--- config.mk ---
export PLATFORM = sky130hd
export DESIGN_NAME = rpn_stack_calculator
export DESIGN_NICKNAME = d
export VERILOG_FILES = /design/src/rsc_pkg.sv /design/src/rpn_stack_calculator.sv /design/src/rsc_divider.sv /design/src/rsc_datapath.sv /design/src/rsc_controller.sv
export SDC_FILE = /design/constraint.sdc
export NUM_CORES = 2
export LEC_CHECK = 0
export BUFFER_PORTS_ARGS = -buffer_cell sky130_fd_sc_hd__clkbuf_2
export CORE_MARGIN = 2
export CORE_UTILIZATION = 70
export CTS_BUF_LIST = sky130_fd_sc_hd__clkbuf_2 sky130_fd_sc_hd__clkbuf_4 sky130_fd_sc_hd__clkbuf_8
export DETAILED_ROUTE_END_ITERATION = 7
export HOLD_SLACK_MARGIN = 0.06
export PLACE_DENSITY = 0.89
export SETUP_SLACK_MARGIN = 0.3
export SYNTH_ARGS = -nofsm -noshare
export SYNTH_HDL_FRONTEND = slang
export SYNTH_SLANG_ARGS = --single-unit
--- constraint.sdc ---
create_clock -name clock -period 16 [get_ports clock]
set_clock_uncertainty 0.2 [all_clocks]
set_input_delay 3.2 -clock clock [delete_from_list [all_inputs] [get_ports clock]]
set_output_delay 3.2 -clock clock [all_outputs]
set_load 0.02 [all_outputs]
--- src/rsc_pkg.sv ---
package rsc_pkg;

   localparam int DATA_W      = 32;
   localparam int MAX_RESULTS = 16;

   // command codes
   localparam logic [2:0] CMD_PUSH  = 3'd0;
   localparam logic [2:0] CMD_APPLY = 3'd1;
   localparam logic [2:0] CMD_PEEK  = 3'd2;
   localparam logic [2:0] CMD_DUMP  = 3'd3;
   localparam logic [2:0] CMD_CLEAR = 3'd4;

   // operator codes
   localparam logic [1:0] OP_ADD = 2'd0;
   localparam logic [1:0] OP_SUB = 2'd1;
   localparam logic [1:0] OP_MUL = 2'd2;
   localparam logic [1:0] OP_DIV = 2'd3;

   // status codes
   localparam logic [2:0] ST_OK    = 3'd0;
   localparam logic [2:0] ST_EMPTY = 3'd1;
   localparam logic [2:0] ST_FEW   = 3'd2;
   localparam logic [2:0] ST_FULL  = 3'd3;
   localparam logic [2:0] ST_DIV0  = 3'd4;

   // stack read address selection
   localparam logic [1:0] RD_TOP    = 2'd0;
   localparam logic [1:0] RD_SECOND = 2'd1;
   localparam logic [1:0] RD_NEXT   = 2'd2;

   // response value source
   localparam logic [1:0] VAL_ZERO   = 2'd0;
   localparam logic [1:0] VAL_RESULT = 2'd1;
   localparam logic [1:0] VAL_RDATA  = 2'd2;

   // controller to datapath commands
   typedef struct packed {
      logic       load;
      logic       rd_en;
      logic [1:0] rd_sel;
      logic       push;
      logic       pop_wb;
      logic       clear;
      logic       dump_start;
      logic       dump_step;
      logic       cap_rhs;
      logic       cap_lhs;
      logic       calc;
      logic       div_start;
      logic       div_capture;
      logic       emit;
      logic [1:0] emit_val;
      logic [2:0] emit_status;
      logic       emit_last;
   } rsc_ctl_type;

   // datapath to controller status
   typedef struct packed {
      logic [2:0] cmd;
      logic [1:0] operator_sel;
      logic       empty;
      logic       full;
      logic       few;
      logic       rhs_zero;
      logic       div_done;
      logic       out_free;
      logic       dump_last;
   } rsc_sts_type;

endpackage

--- src/rpn_stack_calculator.sv ---
// reverse-polish integer calculator on a stack of STACK_DEPTH signed 32-bit entries
// request channel: req_cmd, req_number, req_operator; a transaction moves on a
// rising edge with req_valid high and req_stall low; one command at a time
// response channel: rsp_value, rsp_status, rsp_has_value, rsp_last, moved
// when rsp_valid is high and rsp_stall is low; rsp_last marks the final response
// of a command; unused command codes give no response
// sequencing from request to response:
//   push, clear, empty and too-few-operand cases: emitted from the decode state
//   peek: top entry read, then emitted; add, subtract, multiply: top and second
//   read, captured, calculated, written back; divide by zero flagged after capture
//   divide: same reads and capture, one quotient bit per cycle (32 steps), write back
//   dump: entries top first, one per cycle while the output is not held by rsp_stall
// a new request is taken once the previous command has handed its last
// response to the output register; that register holds while rsp_stall is
// high and the sequencer waits on it, so nothing is lost while the receiver stalls
// reset (synchronous, active high) empties the stack and drops any pending
// response; stack storage itself is not cleared
module rpn_stack_calculator
   import rsc_pkg::*;
#(
   parameter int STACK_DEPTH = 16
)
(
   input  logic                     clock,
   input  logic                     reset,
   input  logic                     req_valid,
   output logic                     req_stall,
   input  logic        [2:0]        req_cmd,
   input  logic signed [DATA_W-1:0] req_number,
   input  logic        [1:0]        req_operator,
   output logic                     rsp_valid,
   input  logic                     rsp_stall,
   output logic signed [DATA_W-1:0] rsp_value,
   output logic        [2:0]        rsp_status,
   output logic                     rsp_has_value,
   output logic                     rsp_last
);

   rsc_ctl_type ctl;
   rsc_sts_type sts;

   rsc_controller u_controller (
      .clock     (clock),
      .reset     (reset),
      .req_valid (req_valid),
      .req_stall (req_stall),
      .sts       (sts),
      .ctl       (ctl)
   );

   rsc_datapath #(
      .STACK_DEPTH (STACK_DEPTH)
   ) u_datapath (
      .clock         (clock),
      .reset         (reset),
      .ctl           (ctl),
      .sts           (sts),
      .req_cmd       (req_cmd),
      .req_number    (req_number),
      .req_operator  (req_operator),
      .rsp_valid     (rsp_valid),
      .rsp_stall     (rsp_stall),
      .rsp_value     (rsp_value),
      .rsp_status    (rsp_status),
      .rsp_has_value (rsp_has_value),
      .rsp_last      (rsp_last)
   );

endmodule

--- src/rsc_divider.sv ---
module rsc_divider
   import rsc_pkg::*;
(
   input  logic                     clock,
   input  logic                     reset,
   input  logic                     start,
   input  logic signed [DATA_W-1:0] dividend,
   input  logic signed [DATA_W-1:0] divisor,
   output logic                     done,
   output logic        [DATA_W-1:0] quotient
);

   localparam int CNT_W = $clog2(DATA_W);

   logic              busy_ff, busy_in;
   logic              done_ff, done_in;
   logic [CNT_W-1:0]  cnt_ff, cnt_in;
   logic [DATA_W-1:0] rem_ff, rem_in;
   logic [DATA_W-1:0] quo_ff, quo_in;
   logic [DATA_W-1:0] dvs_ff, dvs_in;
   logic              neg_ff, neg_in;
   logic [DATA_W:0]   trial;

   // one restoring step per cycle on magnitudes
   always_comb begin
      busy_in = busy_ff;
      done_in = 1'b0;
      cnt_in  = cnt_ff;
      rem_in  = rem_ff;
      quo_in  = quo_ff;
      dvs_in  = dvs_ff;
      neg_in  = neg_ff;
      trial   = {rem_ff, quo_ff[DATA_W-1]} - {1'b0, dvs_ff};
      if (start) begin
         busy_in = 1'b1;
         cnt_in  = {CNT_W{1'b1}};
         rem_in  = '0;
         quo_in  = dividend[DATA_W-1] ? DATA_W'(-dividend) : DATA_W'(dividend);
         dvs_in  = divisor[DATA_W-1] ? DATA_W'(-divisor) : DATA_W'(divisor);
         neg_in  = dividend[DATA_W-1] ^ divisor[DATA_W-1];
      end else if (busy_ff) begin
         if (!trial[DATA_W]) begin
            rem_in = trial[DATA_W-1:0];
            quo_in = {quo_ff[DATA_W-2:0], 1'b1};
         end else begin
            rem_in = {rem_ff[DATA_W-2:0], quo_ff[DATA_W-1]};
            quo_in = {quo_ff[DATA_W-2:0], 1'b0};
         end
         cnt_in = cnt_ff - 1'b1;
         if (cnt_ff == '0) begin
            busy_in = 1'b0;
            done_in = 1'b1;
         end
      end
   end

   always_ff @(posedge clock) begin
      if (reset) begin
         busy_ff <= 1'b0;
         done_ff <= 1'b0;
      end else begin
         busy_ff <= busy_in;
         done_ff <= done_in;
      end
      cnt_ff <= cnt_in;
      rem_ff <= rem_in;
      quo_ff <= quo_in;
      dvs_ff <= dvs_in;
      neg_ff <= neg_in;
   end

   // sign fix-up of the magnitude quotient
   assign done     = done_ff;
   assign quotient = neg_ff ? (~quo_ff + 1'b1) : quo_ff;

endmodule

--- src/rsc_datapath.sv ---
module rsc_datapath
   import rsc_pkg::*;
#(
   parameter int STACK_DEPTH = 16
)
(
   input  logic                     clock,
   input  logic                     reset,
   input  rsc_ctl_type              ctl,
   output rsc_sts_type              sts,
   input  logic        [2:0]        req_cmd,
   input  logic signed [DATA_W-1:0] req_number,
   input  logic        [1:0]        req_operator,
   output logic                     rsp_valid,
   input  logic                     rsp_stall,
   output logic signed [DATA_W-1:0] rsp_value,
   output logic        [2:0]        rsp_status,
   output logic                     rsp_has_value,
   output logic                     rsp_last
);

   localparam int CW = $clog2(STACK_DEPTH + 1);
   localparam int IW = (STACK_DEPTH > 1) ? $clog2(STACK_DEPTH) : 1;

   logic [DATA_W-1:0] mem [STACK_DEPTH];
   logic [DATA_W-1:0] rd_data_ff;

   logic [2:0]        cmd_ff;
   logic [DATA_W-1:0] number_ff;
   logic [1:0]        operator_ff;
   logic [CW-1:0]     count_ff, count_in;
   logic [IW-1:0]     ptr_ff, ptr_in;
   logic [CW-1:0]     remain_ff, remain_in;
   logic [DATA_W-1:0] rhs_ff, lhs_ff;
   logic [DATA_W-1:0] result_ff, result_in;

   logic              rsp_valid_ff, rsp_valid_in;
   logic [DATA_W-1:0] rsp_value_ff;
   logic [2:0]        rsp_status_ff;
   logic              rsp_has_value_ff;
   logic              rsp_last_ff;

   logic [IW-1:0]     top_idx, second_idx, rd_addr, wr_addr;
   logic              wr_en;
   logic [DATA_W-1:0] wr_data;
   logic [DATA_W-1:0] alu_out;
   logic [DATA_W-1:0] emit_value;
   logic              div_done;
   logic [DATA_W-1:0] div_quo;

   assign top_idx    = IW'(count_ff - CW'(1));
   assign second_idx = IW'(count_ff - CW'(2));

   // stack read address
   always_comb begin
      case (ctl.rd_sel)
         RD_TOP:    rd_addr = top_idx;
         RD_SECOND: rd_addr = second_idx;
         RD_NEXT:   rd_addr = ptr_ff - 1'b1;
         default:   rd_addr = top_idx;
      endcase
   end

   // stack write port: push or operator write-back
   assign wr_en   = ctl.push | ctl.pop_wb;
   assign wr_addr = ctl.push ? count_ff[IW-1:0] : second_idx;
   assign wr_data = ctl.push ? number_ff : result_ff;

   always_ff @(posedge clock) begin
      if (wr_en) begin
         mem[wr_addr] <= wr_data;
      end
      if (ctl.rd_en) begin
         rd_data_ff <= mem[rd_addr];
      end
   end

   // add, subtract and the low half of the product
   always_comb begin
      case (operator_ff)
         OP_ADD:  alu_out = lhs_ff + rhs_ff;
         OP_SUB:  alu_out = lhs_ff - rhs_ff;
         OP_MUL:  alu_out = lhs_ff * rhs_ff;
         default: alu_out = lhs_ff + rhs_ff;
      endcase
   end

   rsc_divider u_divider (
      .clock    (clock),
      .reset    (reset),
      .start    (ctl.div_start),
      .dividend (lhs_ff),
      .divisor  (rhs_ff),
      .done     (div_done),
      .quotient (div_quo)
   );

   always_comb begin
      result_in = result_ff;
      if (ctl.calc) begin
         result_in = alu_out;
      end else if (ctl.div_capture) begin
         result_in = div_quo;
      end
   end

   // entry count and dump cursor
   always_comb begin
      count_in  = count_ff;
      ptr_in    = ptr_ff;
      remain_in = remain_ff;
      if (ctl.push) begin
         count_in = count_ff + 1'b1;
      end else if (ctl.pop_wb) begin
         count_in = count_ff - 1'b1;
      end else if (ctl.clear) begin
         count_in = '0;
      end
      if (ctl.dump_start) begin
         ptr_in = top_idx;
         if (32'(count_ff) > MAX_RESULTS) begin
            remain_in = CW'(MAX_RESULTS);
         end else begin
            remain_in = count_ff;
         end
      end else if (ctl.dump_step) begin
         ptr_in    = ptr_ff - 1'b1;
         remain_in = remain_ff - 1'b1;
      end
   end

   always_ff @(posedge clock) begin
      if (reset) begin
         count_ff <= '0;
      end else begin
         count_ff <= count_in;
      end
      ptr_ff    <= ptr_in;
      remain_ff <= remain_in;
      result_ff <= result_in;
      if (ctl.load) begin
         cmd_ff      <= req_cmd;
         number_ff   <= req_number;
         operator_ff <= req_operator;
      end
      if (ctl.cap_rhs) begin
         rhs_ff <= rd_data_ff;
      end
      if (ctl.cap_lhs) begin
         lhs_ff <= rd_data_ff;
      end
   end

   // response output register
   always_comb begin
      case (ctl.emit_val)
         VAL_RESULT: emit_value = result_ff;
         VAL_RDATA:  emit_value = rd_data_ff;
         default:    emit_value = '0;
      endcase
      rsp_valid_in = rsp_valid_ff;
      if (ctl.emit) begin
         rsp_valid_in = 1'b1;
      end else if (!rsp_stall) begin
         rsp_valid_in = 1'b0;
      end
   end

   always_ff @(posedge clock) begin
      if (reset) begin
         rsp_valid_ff <= 1'b0;
      end else begin
         rsp_valid_ff <= rsp_valid_in;
      end
      if (ctl.emit) begin
         rsp_value_ff     <= emit_value;
         rsp_status_ff    <= ctl.emit_status;
         rsp_has_value_ff <= (ctl.emit_val != VAL_ZERO);
         rsp_last_ff      <= ctl.emit_last;
      end
   end

   assign rsp_valid     = rsp_valid_ff;
   assign rsp_value     = rsp_value_ff;
   assign rsp_status    = rsp_status_ff;
   assign rsp_has_value = rsp_has_value_ff;
   assign rsp_last      = rsp_last_ff;

   // status towards the controller
   always_comb begin
      sts.cmd          = cmd_ff;
      sts.operator_sel = operator_ff;
      sts.empty        = (count_ff == '0);
      sts.full         = (count_ff == CW'(STACK_DEPTH));
      sts.few          = (count_ff < CW'(2));
      sts.rhs_zero     = (rhs_ff == '0);
      sts.div_done     = div_done;
      sts.out_free     = !rsp_valid_ff || !rsp_stall;
      sts.dump_last    = (remain_ff == CW'(1));
   end

endmodule

--- src/rsc_controller.sv ---
module rsc_controller
   import rsc_pkg::*;
(
   input  logic        clock,
   input  logic        reset,
   input  logic        req_valid,
   output logic        req_stall,
   input  rsc_sts_type sts,
   output rsc_ctl_type ctl
);

   localparam logic [3:0] S_IDLE    = 4'd0;
   localparam logic [3:0] S_DECODE  = 4'd1;
   localparam logic [3:0] S_RD_LHS  = 4'd2;
   localparam logic [3:0] S_CAP     = 4'd3;
   localparam logic [3:0] S_CALC    = 4'd4;
   localparam logic [3:0] S_DIV     = 4'd5;
   localparam logic [3:0] S_WB      = 4'd6;
   localparam logic [3:0] S_PEEK    = 4'd7;
   localparam logic [3:0] S_DUMP    = 4'd8;
   localparam logic [3:0] S_ERR_DIV = 4'd9;

   logic [3:0] state_ff, state_in;

   // sequencing of one command
   always_comb begin
      state_in = state_ff;
      ctl      = '0;
      case (state_ff)
         S_IDLE: begin
            if (req_valid) begin
               ctl.load = 1'b1;
               state_in = S_DECODE;
            end
         end
         S_DECODE: begin
            case (sts.cmd)
               CMD_PUSH: begin
                  if (sts.out_free) begin
                     ctl.emit        = 1'b1;
                     ctl.emit_last   = 1'b1;
                     ctl.emit_val    = VAL_ZERO;
                     ctl.emit_status = sts.full ? ST_FULL : ST_OK;
                     ctl.push        = !sts.full;
                     state_in        = S_IDLE;
                  end
               end
               CMD_APPLY: begin
                  if (sts.few) begin
                     if (sts.out_free) begin
                        ctl.emit        = 1'b1;
                        ctl.emit_last   = 1'b1;
                        ctl.emit_val    = VAL_ZERO;
                        ctl.emit_status = ST_FEW;
                        state_in        = S_IDLE;
                     end
                  end else begin
                     ctl.rd_en  = 1'b1;
                     ctl.rd_sel = RD_TOP;
                     state_in   = S_RD_LHS;
                  end
               end
               CMD_PEEK, CMD_DUMP: begin
                  if (sts.empty) begin
                     if (sts.out_free) begin
                        ctl.emit        = 1'b1;
                        ctl.emit_last   = 1'b1;
                        ctl.emit_val    = VAL_ZERO;
                        ctl.emit_status = ST_EMPTY;
                        state_in        = S_IDLE;
                     end
                  end else begin
                     ctl.rd_en  = 1'b1;
                     ctl.rd_sel = RD_TOP;
                     if (sts.cmd == CMD_DUMP) begin
                        ctl.dump_start = 1'b1;
                        state_in       = S_DUMP;
                     end else begin
                        state_in = S_PEEK;
                     end
                  end
               end
               CMD_CLEAR: begin
                  if (sts.out_free) begin
                     ctl.emit        = 1'b1;
                     ctl.emit_last   = 1'b1;
                     ctl.emit_val    = VAL_ZERO;
                     ctl.emit_status = ST_OK;
                     ctl.clear       = 1'b1;
                     state_in        = S_IDLE;
                  end
               end
               default: begin
                  state_in = S_IDLE;
               end
            endcase
         end
         S_RD_LHS: begin
            ctl.cap_rhs = 1'b1;
            ctl.rd_en   = 1'b1;
            ctl.rd_sel  = RD_SECOND;
            state_in    = S_CAP;
         end
         S_CAP: begin
            ctl.cap_lhs = 1'b1;
            state_in    = S_CALC;
         end
         S_CALC: begin
            if (sts.operator_sel == OP_DIV) begin
               if (sts.rhs_zero) begin
                  state_in = S_ERR_DIV;
               end else begin
                  ctl.div_start = 1'b1;
                  state_in      = S_DIV;
               end
            end else begin
               ctl.calc = 1'b1;
               state_in = S_WB;
            end
         end
         S_DIV: begin
            if (sts.div_done) begin
               ctl.div_capture = 1'b1;
               state_in        = S_WB;
            end
         end
         S_WB: begin
            if (sts.out_free) begin
               ctl.pop_wb      = 1'b1;
               ctl.emit        = 1'b1;
               ctl.emit_last   = 1'b1;
               ctl.emit_val    = VAL_RESULT;
               ctl.emit_status = ST_OK;
               state_in        = S_IDLE;
            end
         end
         S_PEEK: begin
            if (sts.out_free) begin
               ctl.emit        = 1'b1;
               ctl.emit_last   = 1'b1;
               ctl.emit_val    = VAL_RDATA;
               ctl.emit_status = ST_OK;
               state_in        = S_IDLE;
            end
         end
         S_DUMP: begin
            if (sts.out_free) begin
               ctl.emit        = 1'b1;
               ctl.emit_last   = sts.dump_last;
               ctl.emit_val    = VAL_RDATA;
               ctl.emit_status = ST_OK;
               if (sts.dump_last) begin
                  state_in = S_IDLE;
               end else begin
                  ctl.dump_step = 1'b1;
                  ctl.rd_en     = 1'b1;
                  ctl.rd_sel    = RD_NEXT;
               end
            end
         end
         S_ERR_DIV: begin
            if (sts.out_free) begin
               ctl.emit        = 1'b1;
               ctl.emit_last   = 1'b1;
               ctl.emit_val    = VAL_ZERO;
               ctl.emit_status = ST_DIV0;
               state_in        = S_IDLE;
            end
         end
         default: begin
            state_in = S_IDLE;
         end
      endcase
   end

   always_ff @(posedge clock) begin
      if (reset) begin
         state_ff <= S_IDLE;
      end else begin
         state_ff <= state_in;
      end
   end

   assign req_stall = (state_ff != S_IDLE);

endmodule

# Word level (Yosys, flattened, before mapping)
# Memories as Yosys holds them, arrays and structs flattened. A register that Yosys moved wholly into a read port is not among the register bits.
# Index checks and enable logic that the tools add are counted.
[classes]
n_addsub = 12
n_mul = 1
magnitude_cmp = 2
eq_ne = 27
n_mux = 84
bitwise_logic = 4
n_reduce_logical = 20
[ops]
columns = ["op", "n"]
rows = [
  ["32-bit two-way mux", 8],
  ["32-bit one-hot mux with 2 select lines", 2],
  ["7-bit two-way mux", 10],
  ["32-bit negator", 2],
  ["4-bit two-way mux", 13],
  ["7-bit one-hot mux with 5 select lines", 1],
  ["33-bit by 32-bit subtractor with 33-bit output", 1],
  ["32-bit by 1-bit adder with 32-bit output, second input constant", 1],
  ["32-bit adder", 1],
  ["32-bit logical NOT", 1],
  ["32-bit by 32-bit multiplier with 32-bit output", 1],
  ["32-bit inverter", 1],
  ["4-bit one-hot mux with 8 select lines", 1],
  ["32-bit subtractor", 1],
  ["31-bit two-way mux", 1],
  ["1-bit two-way mux", 30],
  ["5-bit two-way mux", 6],
  ["7-bit one-hot mux with 4 select lines", 1],
  ["4-bit by 3-bit equality test with 1-bit output, second input constant", 4],
  ["5-bit by 1-bit subtractor with 5-bit output, second input constant", 3],
  ["3-bit two-way mux", 4],
  ["4-bit one-hot mux with 3 select lines", 1],
  ["5-bit logical NOT", 2],
  ["3-bit one-hot mux with 3 select lines", 1],
  ["33 further kinds", 53],
]
[word_totals]
register_bits = 293
mem_bits_rw = 512
out_inout_bits = 39
elab_cells = 174
n_memories = 1
[memory_table]
columns = ["name", "words", "width", "read_ports", "rd_ports_with_merged_regs", "write_ports", "line_no", "text"]
rows = [
  ["u_datapath.mem", 16, 32, 1, 1, 1, "rsc_datapath.sv:25", "logic [DATA_W-1:0] mem [STACK_DEPTH];"],
]

# Depth between registers and ports, before layout
[logic_depth]
depth_word = 8
mapped_depth = 28
mapped_depth_nobuf = 25

# By module
# A second synthesis with hierarchy kept.
[hier_totals]
hier_cells = 4558
area_unflattened_um2 = 54611.1
[by_module_without_submodules]
columns = ["mod", "instances", "cells_each", "area_per_inst_um2", "seq_area_each_um2"]
rows = [
  ["rsc_datapath", 1, 3542, 46120.5, 21830.9],
  ["rsc_divider", 1, 911, 7797.5, 2732.6],
  ["rsc_controller", 1, 105, 693.2, 80.1],
]

# Least setup slack after synthesis
# Ideal clock, no wire load.
[synth_path]
path_type = "register to register"
start = "register u_datapath.rhs_ff[5]"
end = "register u_datapath.result_ff[31] (data pin)"
setup_ps = 273
t_arrival_ps = 6805
setup_slack_ps = 8723
stages_incl_launch_ff = 24
path_buffers = 3
synth_period_minus_slack_ps = 7277
cell_sequence = "edfxtp_1 > clkbuf_1 > clkbuf_1 > clkbuf_1 > and2_1 > fa_1 > fa_1 > fa_1 > inv_1 > fa_1 > inv_1 > fa_1 > fa_1 > fa_1 > fa_1 > ha_1 > and3_1 > a221o_1 > a31oi_1 > a31oi_1 > a221oi_1 > xnor2_1 > nor2_1 > a211oi_2"
[synth_between]
elab_chain_len = 3
elab_cells_between_ends = 5
cone_classes = "2 x add/sub; 1 x mul; 2 x mux"
[synth_lines]
columns = ["item", "line_no", "text"]
rows = [
  ["start, declared", "rsc_datapath.sv:34", "logic [DATA_W-1:0] rhs_ff, lhs_ff;"],
  ["start signal, assigned", "rsc_datapath.sv:147", "rhs_ff <= rd_data_ff;"],
  ["32-bit by 32-bit multiplier with 32-bit output, or another cell as far along", "rsc_datapath.sv:83", "OP_MUL: alu_out = lhs_ff * rhs_ff;"],
  ["32-bit one-hot mux with 2 select lines (*)", "rsc_datapath.sv:80", "case (operator_ff)"],
  ["32-bit two-way mux (*)", "rsc_datapath.sv:100", "if (ctl.calc) begin"],
  ["via u_datapath.result_in[31]", "rsc_datapath.sv:35", "logic [DATA_W-1:0] result_ff, result_in;"],
  ["end signal, assigned", "rsc_datapath.sv:140", "result_ff <= result_in;"],
  ["end, declared", "rsc_datapath.sv:35", ""],
]
# The timed path passes the listed nets; every way through them passes the cells marked *.
# A chain may end at the register's enable or synchronous reset.

# Final worst setup path
[layout_path]
start = "register u_datapath.rhs_ff[7]"
end = "register u_datapath.result_ff[24] (data pin)"
# Same word-level chain as after synthesis.

==> flow_summary.toml <==
[worst_setup_path]
cp_max_fo = 29
worstRegToRegCells = 22
start_kind = "flop"
end_kind = "flop"
rr_startpoint = "u_datapath.rhs_ff[7]$_DFFE_PP_"
r2r_end = "u_datapath.result_ff[24]$_DFFE_PP_"
critPathKind = "reg2reg"
arrival_ps = 8500
r2r_slack_ps = 7730
crit_required_ps = 16240

[clock_network]
cts_resized = 0
cts_setup_buffers = 0
cts_buffers = 134
cts.sinks = 837
clkLatencyLatePin_ps = 800
cts_max_level = 4
cts_tree = "done"
hold_buffers = 0
clockRootBuffer = "clkbuf_8"
clk_path_buf_depth = 3
clkTransAtPathRegs_ps = 60

[placement]
place_hpwl_um = 96000
pre_cts_slack_ps = 7900
gp_congestion = 0.993
port_buffers = 79

[power]
power_switching_share = 0.251
leakagePower_nw = 22.8
p_int_mw = 3.60
ir_drop_mv = 0.0984
pwr-share-comb = 0.102
seqPwrFrac = 0.503
pwr_density_cell_nw_per_um2 = 82.3
pwr-share-clk = 0.395
p_switching_mw = 1.21

[layout]
finalCoreUtilization = 0.766
drive_gt1_frac = 0.118
area_growth_pct = 7.79
final_nets = 5209

[detailed_routing]
drt.antenna.violating_nets = 0
vias = 37479
drt_pre_antenna_iters = 8
via_per_inst = 6.58
wire_per_inst_um = 25.7
drt_iter0_drc = 4969
routed_wirelength_um = 146000
drc = 0

[floorplan]
die-area_sq_um = 79600
rows = 101
die_w_um = 282
die_y_um = 282
start_util = 0.710
pin_count = 80
core_region_area_sq_um = 76200

[logic_synthesis]
synth_nets = 5176
yosys_warnings = 0
yosysTopAreaCellShare = 0.437
synthArstFlopShare = 0
synth_area_leader_cell = "edfxtp_1"
synth_ff_type = "edfxtp_1"
avgSynthCellArea_sq_um = 12.0
synth_area_sq_um = 54100
synth_area_leaders = "edfxtp_1, fa_1, mux4_2, ha_1, and2_1"
synth_cells = 4521
yosysSeqAreaShare = 0.455
ys_types = 76
synth.ff_latch_count = 837
synth-edff-count = 788

[sta]
hold_viol = 0
rsz0062_at_grt = "false"
worst_pin_slew_ps = 1360
period_minus_slack_ps = 8270
maxSlewViolCount = 0
max-slew-margin-rel = 0.0913
fin_tns_setup_ps = 0
fin_ws_ps = 7730
fmax_ghz = 0.121
min_period_over_period = 0.517
setup-violations-final = 0

[grt]
gr-total-overflow = 0
track_usage = 0.381
antenna_found_initial = 4
grt_max_degree = 99
grt_pass1_vias = 38695
grt_pass1_wl_um = 223000

[worst_hold_path]
hold_path.class = "reg2reg"
min_to = "u_datapath.u_divider.cnt_ff[4]$_SDFFE_PP1P_"
min-delay-start = "u_datapath.u_divider.cnt_ff[4]$_SDFFE_PP1P_"
hold_depth = 2

[flow_run]
maxCapViolCount = 0

[status]
status = "complete, no violations"
[final cells by class]
class	count	area (sq um)
antenna	3	7.51
clock buffer	169	2110
clock inverter	74	648
fill	4431	17900
inverter	457	1720
multi-input combinational	2968	26900
sequential	837	24600
tap	1030	1290
timing repair buffer	156	973
[registers in the layout (all words and copies together) (netlist names), 2 cells and up]
signal	cells
u_controller.state_ff	4
u_datapath.cmd_ff	3
u_datapath.count_ff	5
u_datapath.lhs_ff	32
u_datapath.mem	512
u_datapath.number_ff	32
u_datapath.operator_ff	2
u_datapath.ptr_ff	4
u_datapath.rd_data_ff	32
u_datapath.remain_ff	5
u_datapath.result_ff	32
u_datapath.rhs_ff	32
u_datapath.rsp_status	3
u_datapath.rsp_value	32
u_datapath.u_divider.cnt_ff	5
u_datapath.u_divider.dvs_ff	32
u_datapath.u_divider.quo_ff	32
u_datapath.u_divider.rem_ff	32
[cell usage after synthesis, types with 49 or more instances]
library cell  count
edfxtp_1        788
o21ai_0         144
nor2b_1          50
a211oi_1         62
clkbuf_1        227
dfxtp_1          49
ha_1            204
fa_1            410
inv_1           456
mux4_2          128
nor2_1          118
a21oi_1         137
xnor2_1         144
a31oi_1          49
xor2_1          114
and2_1          343
nand2_1         563
[how the worst max path moves through the flow]
stage	startpoint	to	slack [ps]	cells after the start
after CTS	u_datapath.rhs_ff[7]$_DFFE_PP_	u_datapath.result_ff[24]$_DFFE_PP_	7960	21
after global routing	u_datapath.rhs_ff[7]$_DFFE_PP_	u_datapath.result_ff[30]$_DFFE_PP_	7500	21
after floorplan	u_datapath.rhs_ff[5]$_DFFE_PP_	u_datapath.result_ff[31]$_DFFE_PP_	8720	23
after detailed placement	rsp_stall	u_datapath.rd_data_ff[27]$_DFFE_PP_	7900	12
final	u_datapath.rhs_ff[7]$_DFFE_PP_	u_datapath.result_ff[24]$_DFFE_PP_	7730	22
after global placement	rsp_stall	u_datapath.rd_data_ff[21]$_DFFE_PP_	8040	12
[cell families (layout without fill, tap and decap cells)]
family,count (synthesis),after routing,synth area share
and+or+nand+nor,1292,1292,0.118
DFF,837,837,0.455
buffers and inverters,716,856,0.0502
AOI/OAI and AO/OA,648,648,0.0773
adders and majority gates,614,614,0.199
xor gates and xnor gates,259,259,0.0422
muxes,155,155,0.0583
other,0,3,0
[per-layer routing]
| metal | global-route usage | up-vias | wire, um |
|---|---|---|---|
| met5 | 0 | - | 21 |
| met4 | 0.251 | 4 | 10000 |
| met3 | 0.0790 | 608 | 17100 |
| met2 | 0.607 | 2679 | 69800 |
| met1 | 0.477 | 18435 | 49400 |
| li1 | - | 15753 | - |
[power by group through the flow]
stage / Sequential, mW / Combinational [mW] / Clock (mW)
2_1_floorplan: 2.46 / 0.342 / 0
3_5_place_dp: 2.46 / 0.472 / 0
5_1_grt: 2.41 / 0.529 / 2.00
4_1_cts: 2.41 / 0.479 / 1.91
3_3_place_gp: 2.46 / 0.461 / 0
6_report: 2.41 / 0.490 / 1.90
[placed cells by master, fill, tap and decap left out, types with 50 or more instances in the layout]
master      n
xor2_1    114
fa_1      410
o21ai_0   143
nor2b_1    50
a21oi_1   136
and2_1    343
buf_4      77
a211oi_1   62
ha_1      204
nor2_1    101
clkbuf_2   79
clkbuf_8  135
inv_1     455
nand2_1   563
xnor2_1   144
mux4_2    128
edfxtp_1  788
[critical path, stage by stage (launching register included)]
cell	delay, ps
edfxtp_1	1260
and2_1	330
fa_1	490
fa_1	500
fa_1	510
inv_1	50
fa_1	470
inv_1	50
fa_1	490
inv_1	50
fa_1	530
inv_1	50
fa_1	490
fa_1	440
ha_1	420
and4_1	290
o21ai_0	110
a31oi_1	320
nor2_1	150
xnor2_1	270
nand2_1	110
o211ai_1	110
o21ai_0	210
[metrics by stage]
step	power (mW)	hold WS (ps)	std cells	cell area, sq um
2_1_floorplan	2.80	246	4521	54100
6_report	4.80	291	5694	58300
4_1_cts	4.81	277	5691	58300
3_3_place_gp	2.92	261	5448	55600
5_1_grt	4.94	302	5692	58300
3_5_place_dp	2.93	269	5448	55600
Power figures use the tool's default switching activity.
